`config.mk`:
```
export PLATFORM = sky130hd
export DESIGN_NAME = altitude_velocity_kalman_filter
export DESIGN_NICKNAME = d
export VERILOG_FILES = /design/src/hdl/avkf_pkg.sv /design/src/hdl/avkf_mul.sv /design/src/hdl/avkf_div.sv /design/src/hdl/altitude_velocity_kalman_filter.sv
export SDC_FILE = /design/constraint.sdc
export NUM_CORES = 2
export LEC_CHECK = 0
export BUFFER_PORTS_ARGS = -buffer_cell sky130_fd_sc_hd__buf_2
export CAP_MARGIN = 0
export CORE_MARGIN = 4
export CORE_UTILIZATION = 69
export DETAILED_ROUTE_END_ITERATION = 16
export GPL_TIMING_DRIVEN = 0
export PLACE_DENSITY = 0.95
export REMOVE_ABC_BUFFERS = 1
export SETUP_SLACK_MARGIN = 0.5
export SLEW_MARGIN = 40
export SYNTH_ARGS = -nofsm -noshare
export SYNTH_HDL_FRONTEND = slang
export SYNTH_SLANG_ARGS = --single-unit
export TNS_END_PERCENT = 30
```
`constraint.sdc`:
```
create_clock -name clock -period 28 [get_ports clock]
set_input_delay 5.6 -clock clock [delete_from_list [all_inputs] [get_ports clock]]
set_output_delay 5.6 -clock clock [all_outputs]
set_load 0.02 [all_outputs]
```
`src/hdl/avkf_pkg.sv`:
```
// Shared types, constants and saturating fixed-point helpers for the altitude/velocity filter.
// Used by avkf_mul, avkf_div and the altitude_velocity_kalman_filter top level.
package avkf_pkg;

   localparam int unsigned DATA_WIDTH = 32;
   localparam int unsigned FRAC_BITS  = 16;
   localparam int unsigned MAG_W      = 2 * DATA_WIDTH;

   // Multiplier: one 4-bit digit of the multiplier per cycle.
   localparam int unsigned MUL_DIGIT  = 4;
   localparam int unsigned MUL_STEPS  = DATA_WIDTH / MUL_DIGIT;
   localparam int unsigned MUL_CNT_W  = $clog2(MUL_STEPS);

   // Divider: one quotient bit per cycle over the scaled dividend.
   localparam int unsigned DIV_NUM_W  = DATA_WIDTH + FRAC_BITS;
   localparam int unsigned DIV_STEPS  = DIV_NUM_W;
   localparam int unsigned DIV_CNT_W  = $clog2(DIV_STEPS);

   localparam int unsigned STEP_TIME_W = 17;
   localparam int unsigned NOISE_W     = 31;

   // Register index on the configuration port (byte address divided by 4).
   typedef enum logic [1:0] {
      REG_STEP_TIME,
      REG_PROCESS_NOISE,
      REG_MEASUREMENT_NOISE,
      REG_SPARE              // no register at this index
   } reg_index_type;

   localparam logic [STEP_TIME_W-1:0] STEP_TIME_RESET         = 17'd328;
   localparam logic [NOISE_W-1:0]     PROCESS_NOISE_RESET     = 31'd6554;
   localparam logic [NOISE_W-1:0]     MEASUREMENT_NOISE_RESET = 31'd655360;

   localparam logic signed [DATA_WIDTH-1:0] DATA_MAX = {1'b0, {(DATA_WIDTH-1){1'b1}}};
   localparam logic signed [DATA_WIDTH-1:0] DATA_MIN = {1'b1, {(DATA_WIDTH-1){1'b0}}};
   localparam logic signed [DATA_WIDTH-1:0] FIX_ONE  = DATA_WIDTH'(1) << FRAC_BITS;

   localparam logic [MAG_W-1:0] MAG_ONE     = MAG_W'(1);
   localparam logic [MAG_W-1:0] MAG_NEG_LIM = MAG_ONE << (DATA_WIDTH - 1);
   localparam logic [MAG_W-1:0] MAG_POS_LIM = MAG_NEG_LIM - MAG_ONE;

   typedef struct packed {
      logic                         start;
      logic signed [DATA_WIDTH-1:0] a;
      logic signed [DATA_WIDTH-1:0] b;
   } mul_req_type;

   typedef struct packed {
      logic                         done;
      logic signed [DATA_WIDTH-1:0] value;
   } mul_rsp_type;

   typedef struct packed {
      logic                         start;
      logic signed [DATA_WIDTH-1:0] num_a;
      logic signed [DATA_WIDTH-1:0] num_b;
      logic signed [DATA_WIDTH-1:0] den;
   } div_req_type;

   typedef struct packed {
      logic                         done;
      logic signed [DATA_WIDTH-1:0] quo_a;
      logic signed [DATA_WIDTH-1:0] quo_b;
   } div_rsp_type;

   // Absolute value; the most negative value maps to 2^(DATA_WIDTH-1).
   function automatic logic [DATA_WIDTH-1:0] magnitude(input logic signed [DATA_WIDTH-1:0] x);
      logic [DATA_WIDTH-1:0] m;
      m = x[DATA_WIDTH-1] ? (~x + DATA_WIDTH'(1)) : x;
      return m;
   endfunction

   function automatic logic signed [DATA_WIDTH-1:0] sat_add(
      input logic signed [DATA_WIDTH-1:0] a,
      input logic signed [DATA_WIDTH-1:0] b
   );
      logic [DATA_WIDTH:0] s;
      s = {a[DATA_WIDTH-1], a} + {b[DATA_WIDTH-1], b};
      if (s[DATA_WIDTH] != s[DATA_WIDTH-1]) begin
         return s[DATA_WIDTH] ? DATA_MIN : DATA_MAX;
      end
      return s[DATA_WIDTH-1:0];
   endfunction

   function automatic logic signed [DATA_WIDTH-1:0] sat_sub(
      input logic signed [DATA_WIDTH-1:0] a,
      input logic signed [DATA_WIDTH-1:0] b
   );
      logic [DATA_WIDTH:0] s;
      s = {a[DATA_WIDTH-1], a} - {b[DATA_WIDTH-1], b};
      if (s[DATA_WIDTH] != s[DATA_WIDTH-1]) begin
         return s[DATA_WIDTH] ? DATA_MIN : DATA_MAX;
      end
      return s[DATA_WIDTH-1:0];
   endfunction

   // Sign and magnitude to a saturated two's complement value.
   function automatic logic signed [DATA_WIDTH-1:0] sat_from_mag(
      input logic             neg,
      input logic [MAG_W-1:0] mag
   );
      logic [DATA_WIDTH-1:0] low;
      low = mag[DATA_WIDTH-1:0];
      if (neg) begin
         if (mag > MAG_NEG_LIM) begin
            return DATA_MIN;
         end
         return ~low + DATA_WIDTH'(1);
      end
      if (mag > MAG_POS_LIM) begin
         return DATA_MAX;
      end
      return low;
   endfunction

endpackage

```
`src/hdl/avkf_mul.sv`:
```
// Digit-serial fixed-point multiplier: 4 multiplier bits per cycle, floor rounding, saturation.
// Depends on avkf_pkg.
module avkf_mul (
   input  logic                  clock,
   input  logic                  reset,
   input  avkf_pkg::mul_req_type mul_req,
   output avkf_pkg::mul_rsp_type mul_rsp
);

   typedef enum logic [1:0] {
      MUL_IDLE,
      MUL_RUN,
      MUL_FIN
   } mul_state_type;

   localparam int unsigned W = avkf_pkg::DATA_WIDTH;
   localparam int unsigned D = avkf_pkg::MUL_DIGIT;

   mul_state_type                       state_ff, state_in;
   logic [avkf_pkg::MUL_CNT_W-1:0]      cnt_ff, cnt_in;
   logic [W-1:0]                        mag_a_ff, mag_a_in;
   logic [2*W-1:0]                      prod_ff, prod_in;
   logic                                neg_ff, neg_in;
   logic                                done_ff, done_in;
   logic signed [W-1:0]                 value_ff, value_in;
   logic [W+D-1:0]                      sum;
   logic [2*W-1:0]                      shifted;

   always_comb begin
      sum = {{D{1'b0}}, prod_ff[2*W-1:W]}
          + ({{D{1'b0}}, mag_a_ff} * {{W{1'b0}}, prod_ff[D-1:0]});
      shifted = prod_ff >> avkf_pkg::FRAC_BITS;
      if (neg_ff && (prod_ff[avkf_pkg::FRAC_BITS-1:0] != '0)) begin
         shifted = shifted + (2*W)'(1);
      end

      state_in = state_ff;
      cnt_in   = cnt_ff;
      mag_a_in = mag_a_ff;
      prod_in  = prod_ff;
      neg_in   = neg_ff;
      done_in  = 1'b0;
      value_in = value_ff;

      case (state_ff)
         MUL_IDLE: begin
            if (mul_req.start) begin
               mag_a_in = avkf_pkg::magnitude(mul_req.a);
               prod_in  = {{W{1'b0}}, avkf_pkg::magnitude(mul_req.b)};
               neg_in   = mul_req.a[W-1] ^ mul_req.b[W-1];
               cnt_in   = '0;
               state_in = MUL_RUN;
            end
         end
         MUL_RUN: begin
            // shift in the new partial sum, drop the consumed digit
            prod_in = {sum, prod_ff[W-1:D]};
            cnt_in  = cnt_ff + avkf_pkg::MUL_CNT_W'(1);
            if (cnt_ff == avkf_pkg::MUL_CNT_W'(avkf_pkg::MUL_STEPS - 1)) begin
               state_in = MUL_FIN;
            end
         end
         MUL_FIN: begin
            value_in = avkf_pkg::sat_from_mag(neg_ff, avkf_pkg::MAG_W'(shifted));
            done_in  = 1'b1;
            state_in = MUL_IDLE;
         end
         default: begin
            state_in = MUL_IDLE;
         end
      endcase
   end

   always_ff @(posedge clock) begin
      if (reset) begin
         state_ff <= MUL_IDLE;
         done_ff  <= 1'b0;
      end else begin
         state_ff <= state_in;
         done_ff  <= done_in;
      end
      cnt_ff   <= cnt_in;
      mag_a_ff <= mag_a_in;
      prod_ff  <= prod_in;
      neg_ff   <= neg_in;
      value_ff <= value_in;
   end

   assign mul_rsp.done  = done_ff;
   assign mul_rsp.value = value_ff;

endmodule

```
`src/hdl/avkf_div.sv`:
```
// Bit-serial restoring divider: two numerators over one shared denominator, one bit per cycle.
// Depends on avkf_pkg.
module avkf_div (
   input  logic                  clock,
   input  logic                  reset,
   input  avkf_pkg::div_req_type div_req,
   output avkf_pkg::div_rsp_type div_rsp
);

   typedef enum logic [1:0] {
      DIV_IDLE,
      DIV_RUN,
      DIV_FIN
   } div_state_type;

   localparam int unsigned W = avkf_pkg::DATA_WIDTH;
   localparam int unsigned N = avkf_pkg::DIV_NUM_W;

   div_state_type                  state_ff, state_in;
   logic [avkf_pkg::DIV_CNT_W-1:0] cnt_ff, cnt_in;
   logic [W-1:0]                   dsr_ff, dsr_in;
   logic                           zero_ff, zero_in;
   logic [1:0]                     neg_ff, neg_in;
   logic [N-1:0]                   dvd_ff [2];
   logic [N-1:0]                   dvd_in [2];
   logic [W-1:0]                   rem_ff [2];
   logic [W-1:0]                   rem_in [2];
   logic                           done_ff, done_in;
   logic signed [W-1:0]            quo_ff [2];
   logic signed [W-1:0]            quo_in [2];
   logic [W:0]                     trial [2];
   logic [W:0]                     diff  [2];
   logic                           fits  [2];

   always_comb begin
      state_in = state_ff;
      cnt_in   = cnt_ff;
      dsr_in   = dsr_ff;
      zero_in  = zero_ff;
      neg_in   = neg_ff;
      done_in  = 1'b0;
      for (int i = 0; i < 2; i++) begin
         dvd_in[i] = dvd_ff[i];
         rem_in[i] = rem_ff[i];
         quo_in[i] = quo_ff[i];
         trial[i]  = {rem_ff[i], dvd_ff[i][N-1]};
         diff[i]   = trial[i] - {1'b0, dsr_ff};
         fits[i]   = trial[i] >= {1'b0, dsr_ff};
      end

      case (state_ff)
         DIV_IDLE: begin
            if (div_req.start) begin
               dsr_in    = avkf_pkg::magnitude(div_req.den);
               zero_in   = (div_req.den == '0);
               neg_in[0] = div_req.num_a[W-1] ^ div_req.den[W-1];
               neg_in[1] = div_req.num_b[W-1] ^ div_req.den[W-1];
               dvd_in[0] = {avkf_pkg::magnitude(div_req.num_a), {avkf_pkg::FRAC_BITS{1'b0}}};
               dvd_in[1] = {avkf_pkg::magnitude(div_req.num_b), {avkf_pkg::FRAC_BITS{1'b0}}};
               rem_in[0] = '0;
               rem_in[1] = '0;
               cnt_in    = '0;
               state_in  = DIV_RUN;
            end
         end
         DIV_RUN: begin
            // dividend bits leave at the top, quotient bits enter at the bottom
            for (int i = 0; i < 2; i++) begin
               rem_in[i] = fits[i] ? diff[i][W-1:0] : trial[i][W-1:0];
               dvd_in[i] = {dvd_ff[i][N-2:0], fits[i]};
            end
            cnt_in = cnt_ff + avkf_pkg::DIV_CNT_W'(1);
            if (cnt_ff == avkf_pkg::DIV_CNT_W'(avkf_pkg::DIV_STEPS - 1)) begin
               state_in = DIV_FIN;
            end
         end
         DIV_FIN: begin
            for (int i = 0; i < 2; i++) begin
               quo_in[i] = zero_ff ? '0
                         : avkf_pkg::sat_from_mag(neg_ff[i], avkf_pkg::MAG_W'(dvd_ff[i]));
            end
            done_in  = 1'b1;
            state_in = DIV_IDLE;
         end
         default: begin
            state_in = DIV_IDLE;
         end
      endcase
   end

   always_ff @(posedge clock) begin
      if (reset) begin
         state_ff <= DIV_IDLE;
         done_ff  <= 1'b0;
      end else begin
         state_ff <= state_in;
         done_ff  <= done_in;
      end
      cnt_ff  <= cnt_in;
      dsr_ff  <= dsr_in;
      zero_ff <= zero_in;
      neg_ff  <= neg_in;
      dvd_ff  <= dvd_in;
      rem_ff  <= rem_in;
      quo_ff  <= quo_in;
   end

   assign div_rsp.done  = done_ff;
   assign div_rsp.quo_a = quo_ff[0];
   assign div_rsp.quo_b = quo_ff[1];

endmodule

```
`src/hdl/altitude_velocity_kalman_filter.sv`:
```
// Top level of the two-state altitude/velocity Kalman filter: sequencer, state and CSRs.
// Depends on avkf_pkg, avkf_mul and avkf_div.
//
//   port group  dir  width      transfers
//   req_        in   32         measured_height (Q16.16 m), one per filter step
//   rsp_        out  64         height_out [31:0], velocity_out [63:32], one per step
//   csr_        -    32 / 4     step_time @0x0, process_noise @0x4, measurement_noise @0x8
//
// Each item passes through eleven multiplies on the shared 4-bit digit-serial multiplier and
// one bit-serial division pass that yields both gains together; the next item is taken
// only after the sequencer has returned to idle.
// Reset is synchronous; estimates clear to zero and the covariance returns to identity.
// A finished result waits in the rsp_ output register; the next item is taken while it
// waits, and the sequencer holds in its last step only if a second result is ready first.
module altitude_velocity_kalman_filter (
   input  logic                   clock,
   input  logic                   reset,
   // slave side
   input  logic                   req_tvalid,
   output logic                   req_tready,
   input  logic [31:0]            req_tdata,    // [31:0] measured_height
   // master side
   output logic                   rsp_tvalid,
   input  logic                   rsp_tready,
   output logic [63:0]            rsp_tdata,    // [31:0] height_out, [63:32] velocity_out
   // configuration
   input  logic                   csr_psel,
   input  logic                   csr_penable,
   input  logic                   csr_pwrite,
   input  logic [3:0]             csr_paddr,
   input  logic [31:0]            csr_pwdata,
   output logic [31:0]            csr_prdata,
   output logic                   csr_pready
);

   localparam int unsigned W = avkf_pkg::DATA_WIDTH;

   // One state per multiply, named after its operands.
   typedef enum logic [3:0] {
      ST_IDLE,
      ST_M_VDT,
      ST_M_HVDT,
      ST_M_VHDT,
      ST_M_VVDT,
      ST_M_CDT,
      ST_DEN,
      ST_DIV,
      ST_M_K1E,
      ST_M_K2E,
      ST_M_P1OMK,
      ST_M_P2OMK,
      ST_M_K2P1,
      ST_M_K2P2,
      ST_OUT
   } seq_state_type;

   seq_state_type state_ff, state_in;

   // configuration registers
   logic [avkf_pkg::STEP_TIME_W-1:0] step_time_ff, step_time_in;
   logic [avkf_pkg::NOISE_W-1:0]     proc_noise_ff, proc_noise_in;
   logic [avkf_pkg::NOISE_W-1:0]     meas_noise_ff, meas_noise_in;

   // filter state
   logic signed [W-1:0] h_ff, h_in;
   logic signed [W-1:0] v_ff, v_in;
   logic signed [W-1:0] phh_ff, phh_in;
   logic signed [W-1:0] phv_ff, phv_in;
   logic signed [W-1:0] pvh_ff, pvh_in;
   logic signed [W-1:0] pvv_ff, pvv_in;

   // per-step working values
   logic signed [W-1:0] z_ff, z_in;
   logic signed [W-1:0] hp_ff, hp_in;
   logic signed [W-1:0] c_ff, c_in;
   logic signed [W-1:0] p1_ff, p1_in;
   logic signed [W-1:0] p2_ff, p2_in;
   logic signed [W-1:0] p3_ff, p3_in;
   logic signed [W-1:0] p4_ff, p4_in;
   logic signed [W-1:0] den_ff, den_in;
   logic signed [W-1:0] e_ff, e_in;
   logic signed [W-1:0] k1_ff, k1_in;
   logic signed [W-1:0] k2_ff, k2_in;
   logic signed [W-1:0] omk_ff, omk_in;

   logic                mul_pend_ff, mul_pend_in;
   logic                div_pend_ff, div_pend_in;
   logic                rsp_tvalid_ff, rsp_tvalid_in;
   logic [63:0]         rsp_tdata_ff, rsp_tdata_in;

   logic signed [W-1:0] dt_val;
   logic signed [W-1:0] q_val;
   logic signed [W-1:0] r_val;
   logic                csr_write;
   logic                mul_state;
   logic signed [W-1:0] mr;

   avkf_pkg::mul_req_type mul_req;
   avkf_pkg::mul_rsp_type mul_rsp;
   avkf_pkg::div_req_type div_req;
   avkf_pkg::div_rsp_type div_rsp;

   avkf_mul u_mul (
      .clock   (clock),
      .reset   (reset),
      .mul_req (mul_req),
      .mul_rsp (mul_rsp)
   );

   avkf_div u_div (
      .clock   (clock),
      .reset   (reset),
      .div_req (div_req),
      .div_rsp (div_rsp)
   );

   // register values are raw Q16.16 and always fit as positive values
   assign dt_val = W'(step_time_ff);
   assign q_val  = W'(proc_noise_ff);
   assign r_val  = W'(meas_noise_ff);
   assign mr     = mul_rsp.value;

   assign csr_pready = 1'b1;
   assign csr_write  = csr_psel & csr_penable & csr_pwrite & csr_pready;

   always_comb begin
      case (csr_paddr[3:2])
         avkf_pkg::REG_STEP_TIME:         csr_prdata = 32'(step_time_ff);
         avkf_pkg::REG_PROCESS_NOISE:     csr_prdata = 32'(proc_noise_ff);
         avkf_pkg::REG_MEASUREMENT_NOISE: csr_prdata = 32'(meas_noise_ff);
         default:                         csr_prdata = '0;
      endcase
   end

   // operand select for the shared multiplier
   always_comb begin
      mul_state = 1'b1;
      mul_req.a = '0;
      mul_req.b = '0;
      case (state_ff)
         ST_M_VDT: begin
            mul_req.a = v_ff;
            mul_req.b = dt_val;
         end
         ST_M_HVDT: begin
            mul_req.a = phv_ff;
            mul_req.b = dt_val;
         end
         ST_M_VHDT: begin
            mul_req.a = pvh_ff;
            mul_req.b = dt_val;
         end
         ST_M_VVDT: begin
            mul_req.a = pvv_ff;
            mul_req.b = dt_val;
         end
         ST_M_CDT: begin
            mul_req.a = c_ff;
            mul_req.b = dt_val;
         end
         ST_M_K1E: begin
            mul_req.a = k1_ff;
            mul_req.b = e_ff;
         end
         ST_M_K2E: begin
            mul_req.a = k2_ff;
            mul_req.b = e_ff;
         end
         ST_M_P1OMK: begin
            mul_req.a = p1_ff;
            mul_req.b = omk_ff;
         end
         ST_M_P2OMK: begin
            mul_req.a = p2_ff;
            mul_req.b = omk_ff;
         end
         ST_M_K2P1: begin
            mul_req.a = k2_ff;
            mul_req.b = p1_ff;
         end
         ST_M_K2P2: begin
            mul_req.a = k2_ff;
            mul_req.b = p2_ff;
         end
         default: begin
            mul_state = 1'b0;
         end
      endcase
      mul_req.start = mul_state & ~mul_pend_ff;

      div_req.start = (state_ff == ST_DIV) & ~div_pend_ff;
      div_req.num_a = p1_ff;
      div_req.num_b = p2_ff;
      div_req.den   = den_ff;
   end

   // sequencer and datapath next values
   always_comb begin
      state_in      = state_ff;
      step_time_in  = step_time_ff;
      proc_noise_in = proc_noise_ff;
      meas_noise_in = meas_noise_ff;
      h_in          = h_ff;
      v_in          = v_ff;
      phh_in        = phh_ff;
      phv_in        = phv_ff;
      pvh_in        = pvh_ff;
      pvv_in        = pvv_ff;
      z_in          = z_ff;
      hp_in         = hp_ff;
      c_in          = c_ff;
      p1_in         = p1_ff;
      p2_in         = p2_ff;
      p3_in         = p3_ff;
      p4_in         = p4_ff;
      den_in        = den_ff;
      e_in          = e_ff;
      k1_in         = k1_ff;
      k2_in         = k2_ff;
      omk_in        = omk_ff;
      mul_pend_in   = mul_pend_ff;
      div_pend_in   = div_pend_ff;
      rsp_tvalid_in = rsp_tvalid_ff;
      rsp_tdata_in  = rsp_tdata_ff;

      if (csr_write) begin
         case (csr_paddr[3:2])
            avkf_pkg::REG_STEP_TIME:
               step_time_in  = csr_pwdata[avkf_pkg::STEP_TIME_W-1:0];
            avkf_pkg::REG_PROCESS_NOISE:
               proc_noise_in = csr_pwdata[avkf_pkg::NOISE_W-1:0];
            avkf_pkg::REG_MEASUREMENT_NOISE:
               meas_noise_in = csr_pwdata[avkf_pkg::NOISE_W-1:0];
            default: ;
         endcase
      end

      if (mul_req.start) mul_pend_in = 1'b1;
      if (mul_rsp.done)  mul_pend_in = 1'b0;
      if (div_req.start) div_pend_in = 1'b1;
      if (div_rsp.done)  div_pend_in = 1'b0;

      // drop the waiting result once it is taken
      if (rsp_tvalid_ff && rsp_tready) rsp_tvalid_in = 1'b0;

      case (state_ff)
         ST_IDLE: begin
            if (req_tvalid) begin
               z_in     = req_tdata;
               state_in = ST_M_VDT;
            end
         end
         // prediction
         ST_M_VDT: begin
            if (mul_rsp.done) begin
               hp_in    = avkf_pkg::sat_add(h_ff, mr);
               state_in = ST_M_HVDT;
            end
         end
         ST_M_HVDT: begin
            if (mul_rsp.done) begin
               p1_in    = avkf_pkg::sat_add(phh_ff, mr);
               state_in = ST_M_VHDT;
            end
         end
         ST_M_VHDT: begin
            if (mul_rsp.done) begin
               p1_in    = avkf_pkg::sat_add(p1_ff, mr);
               state_in = ST_M_VVDT;
            end
         end
         ST_M_VVDT: begin
            if (mul_rsp.done) begin
               c_in     = mr;
               p2_in    = avkf_pkg::sat_add(phv_ff, mr);
               p3_in    = avkf_pkg::sat_add(pvh_ff, mr);
               p4_in    = avkf_pkg::sat_add(pvv_ff, q_val);
               state_in = ST_M_CDT;
            end
         end
         ST_M_CDT: begin
            if (mul_rsp.done) begin
               p1_in    = avkf_pkg::sat_add(p1_ff, mr);
               state_in = ST_DEN;
            end
         end
         // innovation and gain denominator
         ST_DEN: begin
            den_in   = avkf_pkg::sat_add(p1_ff, r_val);
            e_in     = avkf_pkg::sat_sub(z_ff, hp_ff);
            state_in = ST_DIV;
         end
         ST_DIV: begin
            if (div_rsp.done) begin
               k1_in    = div_rsp.quo_a;
               k2_in    = div_rsp.quo_b;
               omk_in   = avkf_pkg::sat_sub(avkf_pkg::FIX_ONE, div_rsp.quo_a);
               state_in = ST_M_K1E;
            end
         end
         // correction
         ST_M_K1E: begin
            if (mul_rsp.done) begin
               h_in     = avkf_pkg::sat_add(hp_ff, mr);
               state_in = ST_M_K2E;
            end
         end
         ST_M_K2E: begin
            if (mul_rsp.done) begin
               v_in     = avkf_pkg::sat_add(v_ff, mr);
               state_in = ST_M_P1OMK;
            end
         end
         ST_M_P1OMK: begin
            if (mul_rsp.done) begin
               phh_in   = mr;
               state_in = ST_M_P2OMK;
            end
         end
         ST_M_P2OMK: begin
            if (mul_rsp.done) begin
               phv_in   = mr;
               state_in = ST_M_K2P1;
            end
         end
         ST_M_K2P1: begin
            if (mul_rsp.done) begin
               pvh_in   = avkf_pkg::sat_sub(p3_ff, mr);
               state_in = ST_M_K2P2;
            end
         end
         ST_M_K2P2: begin
            if (mul_rsp.done) begin
               pvv_in   = avkf_pkg::sat_sub(p4_ff, mr);
               state_in = ST_OUT;
            end
         end
         // hold until the output register is free
         ST_OUT: begin
            if (!rsp_tvalid_ff || rsp_tready) begin
               rsp_tvalid_in = 1'b1;
               rsp_tdata_in  = {v_ff, h_ff};
               state_in      = ST_IDLE;
            end
         end
         default: begin
            state_in = ST_IDLE;
         end
      endcase
   end

   always_ff @(posedge clock) begin
      if (reset) begin
         state_ff      <= ST_IDLE;
         step_time_ff  <= avkf_pkg::STEP_TIME_RESET;
         proc_noise_ff <= avkf_pkg::PROCESS_NOISE_RESET;
         meas_noise_ff <= avkf_pkg::MEASUREMENT_NOISE_RESET;
         h_ff          <= '0;
         v_ff          <= '0;
         phh_ff        <= avkf_pkg::FIX_ONE;
         phv_ff        <= '0;
         pvh_ff        <= '0;
         pvv_ff        <= avkf_pkg::FIX_ONE;
         mul_pend_ff   <= 1'b0;
         div_pend_ff   <= 1'b0;
         rsp_tvalid_ff <= 1'b0;
      end else begin
         state_ff      <= state_in;
         step_time_ff  <= step_time_in;
         proc_noise_ff <= proc_noise_in;
         meas_noise_ff <= meas_noise_in;
         h_ff          <= h_in;
         v_ff          <= v_in;
         phh_ff        <= phh_in;
         phv_ff        <= phv_in;
         pvh_ff        <= pvh_in;
         pvv_ff        <= pvv_in;
         mul_pend_ff   <= mul_pend_in;
         div_pend_ff   <= div_pend_in;
         rsp_tvalid_ff <= rsp_tvalid_in;
      end
      z_ff         <= z_in;
      hp_ff        <= hp_in;
      c_ff         <= c_in;
      p1_ff        <= p1_in;
      p2_ff        <= p2_in;
      p3_ff        <= p3_in;
      p4_ff        <= p4_in;
      den_ff       <= den_in;
      e_ff         <= e_in;
      k1_ff        <= k1_in;
      k2_ff        <= k2_in;
      omk_ff       <= omk_in;
      rsp_tdata_ff <= rsp_tdata_in;
   end

   assign req_tready = (state_ff == ST_IDLE);
   assign rsp_tvalid = rsp_tvalid_ff;
   assign rsp_tdata  = rsp_tdata_ff;

`ifndef SYNTHESIS
   a_mul_done_expected: assert property (@(posedge clock) disable iff (reset)
      mul_rsp.done |-> mul_pend_ff)
      else $error("multiplier finished with no multiply outstanding");

   a_div_done_expected: assert property (@(posedge clock) disable iff (reset)
      div_rsp.done |-> div_pend_ff)
      else $error("divider finished with no division outstanding");

   a_units_exclusive: assert property (@(posedge clock) disable iff (reset)
      !(mul_pend_ff && div_pend_ff))
      else $error("multiplier and divider busy at the same time");

   a_result_after_last_step: assert property (@(posedge clock) disable iff (reset)
      $rose(rsp_tvalid_ff) |-> $past(state_ff == ST_OUT))
      else $error("result presented outside the output step");
`endif

endmodule
```
After elaboration in Yosys (flattened, before gate mapping)
Index checks and enable logic that the tools add are counted.
Widths: inputs -> output; s select.
{"block": "totals", "regBits": 1129, "latchBits": 0, "ram_bits": 0, "mem_bits_ro": 0, "input_bits": 75, "output_inout_bits": 99, "wordCells": 362, "memories": 0}
{"block": "op_classes", "add_sub_neg": 27, "n_mul": 1, "n_div": 0, "order_cmp": 8, "eq_ne": 53, "n_shift": 0, "n_mux": 171, "bitwise_logic": 17, "reduce_logical": 38}
{"op": "$mux 32", "n": 66}
{"op": "$pmux 64 s11", "n": 1}
{"op": "$add 32x32->33", "n": 9}
{"op": "$not 32->32", "n": 8}
{"op": "$pmux 64 s2", "n": 2}
{"op": "$pmux 96 s2", "n": 1}
{"op": "$add 32x2->32 const B", "n": 5}
{"op": "$mux 64", "n": 2}
{"op": "$sub 32x32->33", "n": 3}
{"op": "$add 32x1->32 const B", "n": 3}
{"op": "$gt 48x31->1 const B", "n": 2}
{"op": "$gt 48x32->1 const B", "n": 2}
{"op": "$mux 96", "n": 1}
{"op": "$pmux 32 s3", "n": 1}
{"op": "$pmux 31 s3", "n": 1}
{"op": "$mux 1", "n": 68}
{"op": "$ge 33x32->1", "n": 2}
{"op": "$gt 64x31->1 const B", "n": 1}
{"op": "$gt 64x32->1 const B", "n": 1}
{"op": "$sub 32x32->32", "n": 2}
{"op": "$mux 31", "n": 2}
{"op": "$pmux 4 s15", "n": 1}
{"op": "$mux 4", "n": 14}
{"op": "$add 48x1->49 const B", "n": 1}
{"op": "40 further kinds", "n": 116}

Longest topological paths before layout
{"block": "logic_depth", "ltp_word": 12, "depth_mapped": 20, "ltp_nobuf": 19}

By module
Synthesis repeated with hierarchy kept, for this count alone.
{"block": "hier_totals", "hier_cells": 8761, "area_unflattened_um2": 80074.3}
{"module": "altitude_velocity_kalman_filter", "n_inst": 1, "cells_each": 5423, "area_each_um2": 48919.4, "seq_area_each_um2": 19018.2}
{"module": "avkf_div", "n_inst": 1, "cells_each": 1902, "area_each_um2": 17968.5, "seq_area_each_um2": 8017.7}
{"module": "avkf_mul", "n_inst": 1, "cells_each": 1436, "area_each_um2": 13186.4, "seq_area_each_um2": 4023.9}

Worst setup path after synthesis
OpenSTA, ideal clock, no wires.
{"block": "synth_timing", "kind": "register to register", "from": "reg state_ff[0]", "to": "reg u_div.state_ff[0]", "setup_time_ns": 0.112, "arrival_time_ns": 15.726, "t_required_ns": 27.888, "slack_ns": 12.162, "stages_incl_launch_ff": 11, "path_buffers": 7, "period_less_slack_ns": 15.838, "path_cell_list": "dfxtp_1 buf_6 buf_6 buf_2 buf_2 buf_1 buf_2 buf_1 nand3_1 o31ai_1 o311a_1"}
{"block": "synth_between", "elab_chain_len": 4}
{"item": "from (decl)", "line_no": "altitude_velocity_kalman_filter.sv:57", "text": "seq_state_type state_ff, state_in;"}
{"item": "from (signal assigned)", "line_no": "altitude_velocity_kalman_filter.sv:368", "text": "state_ff <= state_in;"}
{"item": "$eq 4x3->1", "line_no": "altitude_velocity_kalman_filter.sv:191", "text": "div_req.start = (state_ff == ST_DIV) & ~div_pend_ff;"}
{"item": "$and 1x1->1", "line_no": "altitude_velocity_kalman_filter.sv:191"}
{"item": "$ne 2x2->1 (no line)"}
{"item": "$reduce_and 2->1 (no line)"}
{"item": "to (signal assigned)", "line_no": "avkf_div.sv:96", "text": "state_ff <= state_in;"}
{"item": "to (decl)", "line_no": "avkf_div.sv:19", "text": "div_state_type state_ff, state_in;"}
Every way passes these cells.
A chain may end at the register's enable or synchronous reset.

Worst setup path after layout
{"block": "layout_timing", "from": "in csr_paddr[2]", "to": "out csr_prdata[22]"}
{"block": "layout_between", "elab_chain_len": 2, "elab_cells_between_ends": 4, "classes_between": "eq/ne (2); mux (1); reduce/logical (1)"}
{"item": "from (decl)", "line_no": "altitude_velocity_kalman_filter.sv:30", "text": "input logic [3:0] csr_paddr,"}
{"item": "$eq 2x2->1, or another cell as far along", "line_no": "altitude_velocity_kalman_filter.sv:127", "text": "case (csr_paddr[3:2])"}
{"item": "$pmux 31 s3 (*)", "line_no": "altitude_velocity_kalman_filter.sv:127"}
{"item": "to (decl)", "line_no": "altitude_velocity_kalman_filter.sv:32", "text": "output logic [31:0] csr_prdata,"}
Mark *: on every way between the ends. The rest lies on a longest branch, timed or not.

==> metrics <==
status=completed; via count of the first global-routing pass=71000; crit path kind=in -> out; cts repair resizes=0; Layout area overhead=11.3%; routability congestion estimate=1.09; Die X=between 300 and 400 µm; CTS tree=built; top cells by area, synth=edfxtp_1, ha_1, dfxtp_1; routed wire length=roughly 320 mm; Final Worst Setup Slack=14730 ps; combinational share of power=between 30 and 40%; met2 global-route usage=75.4%; unrepaired setup endpoints after global routing=no; post-synth top area cell=edfxtp_1; Seq pwr share=between 30% and 40%; core outline area=about 110000 µm²; post-route cell area=88300 µm²; Clock Skews=51.7 ps; ys flop type=edfxtp_1; hold-fix buffers at CTS=0; global-route usage over all layers=50.7%; worst path cell trace=buf_2 -> nor2b_2 -> a22o_1 -> buf_2; Nets=roughly 9300; Distinct cells, synth=114; first-pass GRT wire length=457 mm; initial antenna violation count=30; CTS sink count=1129; GR Util met1=58.7%; Critical Path Start Type=input pin; worst hold margin=419 ps; Pwr Density=~70 nW/µm²; setup violators final=0; synthesis-stage register bit count=1129; Period Utilization, post-route=47.4%; grt met3 use=15.8%; Cells after Synth=around 8500; Mapped Area=79300 µm²; Worst-Skew Late Latency=around 800 ps; register area share after synthesis=39.2%; Final TNS setup=0 ps; worst relative slew slack=32.7%; worst path arrival time=7670 ps; Iteration-0 DRC Markers=11700; H-tree levels=3; via total after detailed routing=approximately 75000; Worst Setup End Kind=primary output; Worst Path Required=22400 ps; Slew @ Worst Pin=just over 1000 ps; Die ar.=120000 µm²; switch share=38.5%; area of placed instances=84000 µm²; largest net degree at the start of global routing=85; Clk network pwr share=27.6%; switching pwr=2.37 mW; delay-heaviest family, CP=simple AND/OR/NAND/NOR gates; CTS clk-pin slew, worst paths=60 ps; Slew Limit Fails=0; Wirelength per Cell=30.8 µm; fmax=75.3 MHz; Num CTS Buffers=120; maxcap violations=0; Static Leak=34.5 nW; Pre-antenna DRT Iters=12; DP HPWL=239 mm; Syn Area/Cell=9.30 µm²; vias per cell=approximately 7.3; VDD IR max=0.000116 V; CP dominant cell by count=buf_2; GRT busiest layer=met2; CP Max Fanout=23; post-CTS setup buffer count=0; CTS root buf=clkbuf_16; min-delay worst type=reg -> reg; Critical path buffers and inverters=2; Tmin final=13270 ps; DRC viols=0; Rows=124; GR Overflow Total=0; Die Height=347 µm; worst slack, placed=14860 ps; Starting Density=slightly below 70%; Int Power=3.79 mW; Async S/R FF share, synth=0%; Clock Path Buffers=3; Final Hold Fails=0; Slowest-stage cell, CP=nor2b_2; share of layout cells above drive strength 1=10.2%; I/O Buffers=168; slowest stage delay, CP=870 ps; yosys warns=0; top-area cell type share of the netlist area=32.0%; Ports=174; number of enable flip-flop cells after synthesis=845; post-route ant nets=0
-- Yosys cell counts (33+ instances only) --
master	n
a21oi_1	814
o21a_1	48
nor2b_1	87
xor2_1	291
a221oi_1	43
inv_1	371
o21ai_0	625
maj3_1	44
a22oi_1	91
fa_1	105
nand2_1	868
dfxtp_1	284
nand3b_1	50
o31ai_1	65
clkbuf_1	317
o221a_2	62
or3_1	75
o21bai_1	75
and2_1	188
xnor2_1	334
nand3_1	176
a31oi_1	97
ha_1	504
nor2_1	542
edfxtp_1	845
nand4_1	66
and3_1	68
nor4_1	42
a21o_1	268
nand2b_1	102
mux2i_1	95
a211oi_1	91
buf_2	33
a22o_1	50
nor3_1	139
-- per-layer routing --
layer | vias up | wire (µm) | part of all wire (%)
li1 | 31800 | - | -
met1 | 35000 | 103000 | 32
met2 | 6292 | 131000 | 41
met3 | 2022 | 43400 | 14
met4 | 16 | 39400 | 12
met5 | - | 126 | 0.040
-- worst register-to-register path, cell delays in order, from the launching register on --
cell	delay [ps]
edfxtp_1	530
buf_6	240
and2_1	160
fa_1	490
fa_1	570
inv_1	70
fa_1	520
inv_1	60
ha_1	350
a21oi_1	200
nand2_1	90
o21ai_0	590
o21ai_0	480
a2111o_1	580
a311o_1	340
a221oi_1	510
o21ai_0	270
a31oi_1	270
xor2_1	170
nor2_1	60
-- metrics by stage --
step / instances / power (mW) / utilization, %
after floorplan: 8142 / 3.67 / -
final: 10300 / 6.16 / 77.3
after CTS: 10300 / 5.98 / 77.1
after detailed placement: 10000 / 4.29 / 73.5
after global placement: 9822 / 4.14 / 70.5
after global routing: 10300 / 6.41 / 77.3
-- power groups by stage --
stage               Clock [mW]  Sequential, mW  Combinational (mW)
finish                    1.70            2.08                2.37
global route              1.75            2.09                2.57
CTS                       1.68            2.08                2.22
detailed placement           0            2.12                2.18
global placement             0            2.15                1.98
floorplan                    0            2.07                1.60
-- cell families (layout without fill, tap and decap cells) --
group	after synthesis	count (layout)	share of synthesized area, %
compound gates	2670	2670	21.6
xor+xnor	625	625	6.90
fa+ha+maj	653	653	11.2
buf+inv	758	1003	3.79
flops	1129	1129	39.2
mux	110	110	1.43
other cells	2	26	0.00947
simple gates	2580	2580	16.0
-- layout by cell type, fill, tap and decap left out, types with 121 or more instances in the layout --
cell and count:
a21o_1 268, a21oi_1 814, and2_1 184, buf_2 186, clkbuf_16 121, dfxtp_1 279, edfxtp_1 845, ha_1 504
inv_1 367, nand2_1 861, nand3_1 174, nor2_1 523, nor3_1 128, o21ai_0 617, xnor2_1 328, xor2_1 287
-- path summary, 6_finish.rpt --
| kind | startpoint | to | slack [ps] | cells past startpoint |
|---|---|---|---|---|
| setup / recovery | csr_paddr[2] | csr_prdata[22] | 14730 | 4 |
| setup reg to reg | u_mul.prod_ff[1]$_DFFE_PP_ | u_mul.prod_ff[63]$_SDFFCE_PN0P_ | 21170 | 19 |
| hold / removal | u_div.div_rsp[17]$_SDFFCE_PP0P_ | k2_ff[17]$_DFFE_PP_ | 420 | 0 |
| hold reg to reg | u_div.div_rsp[17]$_SDFFCE_PP0P_ | k2_ff[17]$_DFFE_PP_ | 420 | 0 |
-- flip-flops by register name, indices dropped and copies added, names as in the netlist, 64 cells and up --
name	flops
u_div.dvd_ff	96
u_div.rem_ff	64
rsp_tdata	64
u_div.div_rsp	64
u_mul.prod_ff	64
-- final cells by class --
type	count	area, µm²
Timing Repair Buffer	400	3740
Multi-Input combinational cell	6640	46000
Clock inverter	83	966
Fill cell	7209	25900
Tap cell	1512	1890
Antenna cell	24	60.1
Clock buffer	147	3170
Sequential cell	1129	31100
Inverter	373	1410
Power figures use the tool's default switching activity.
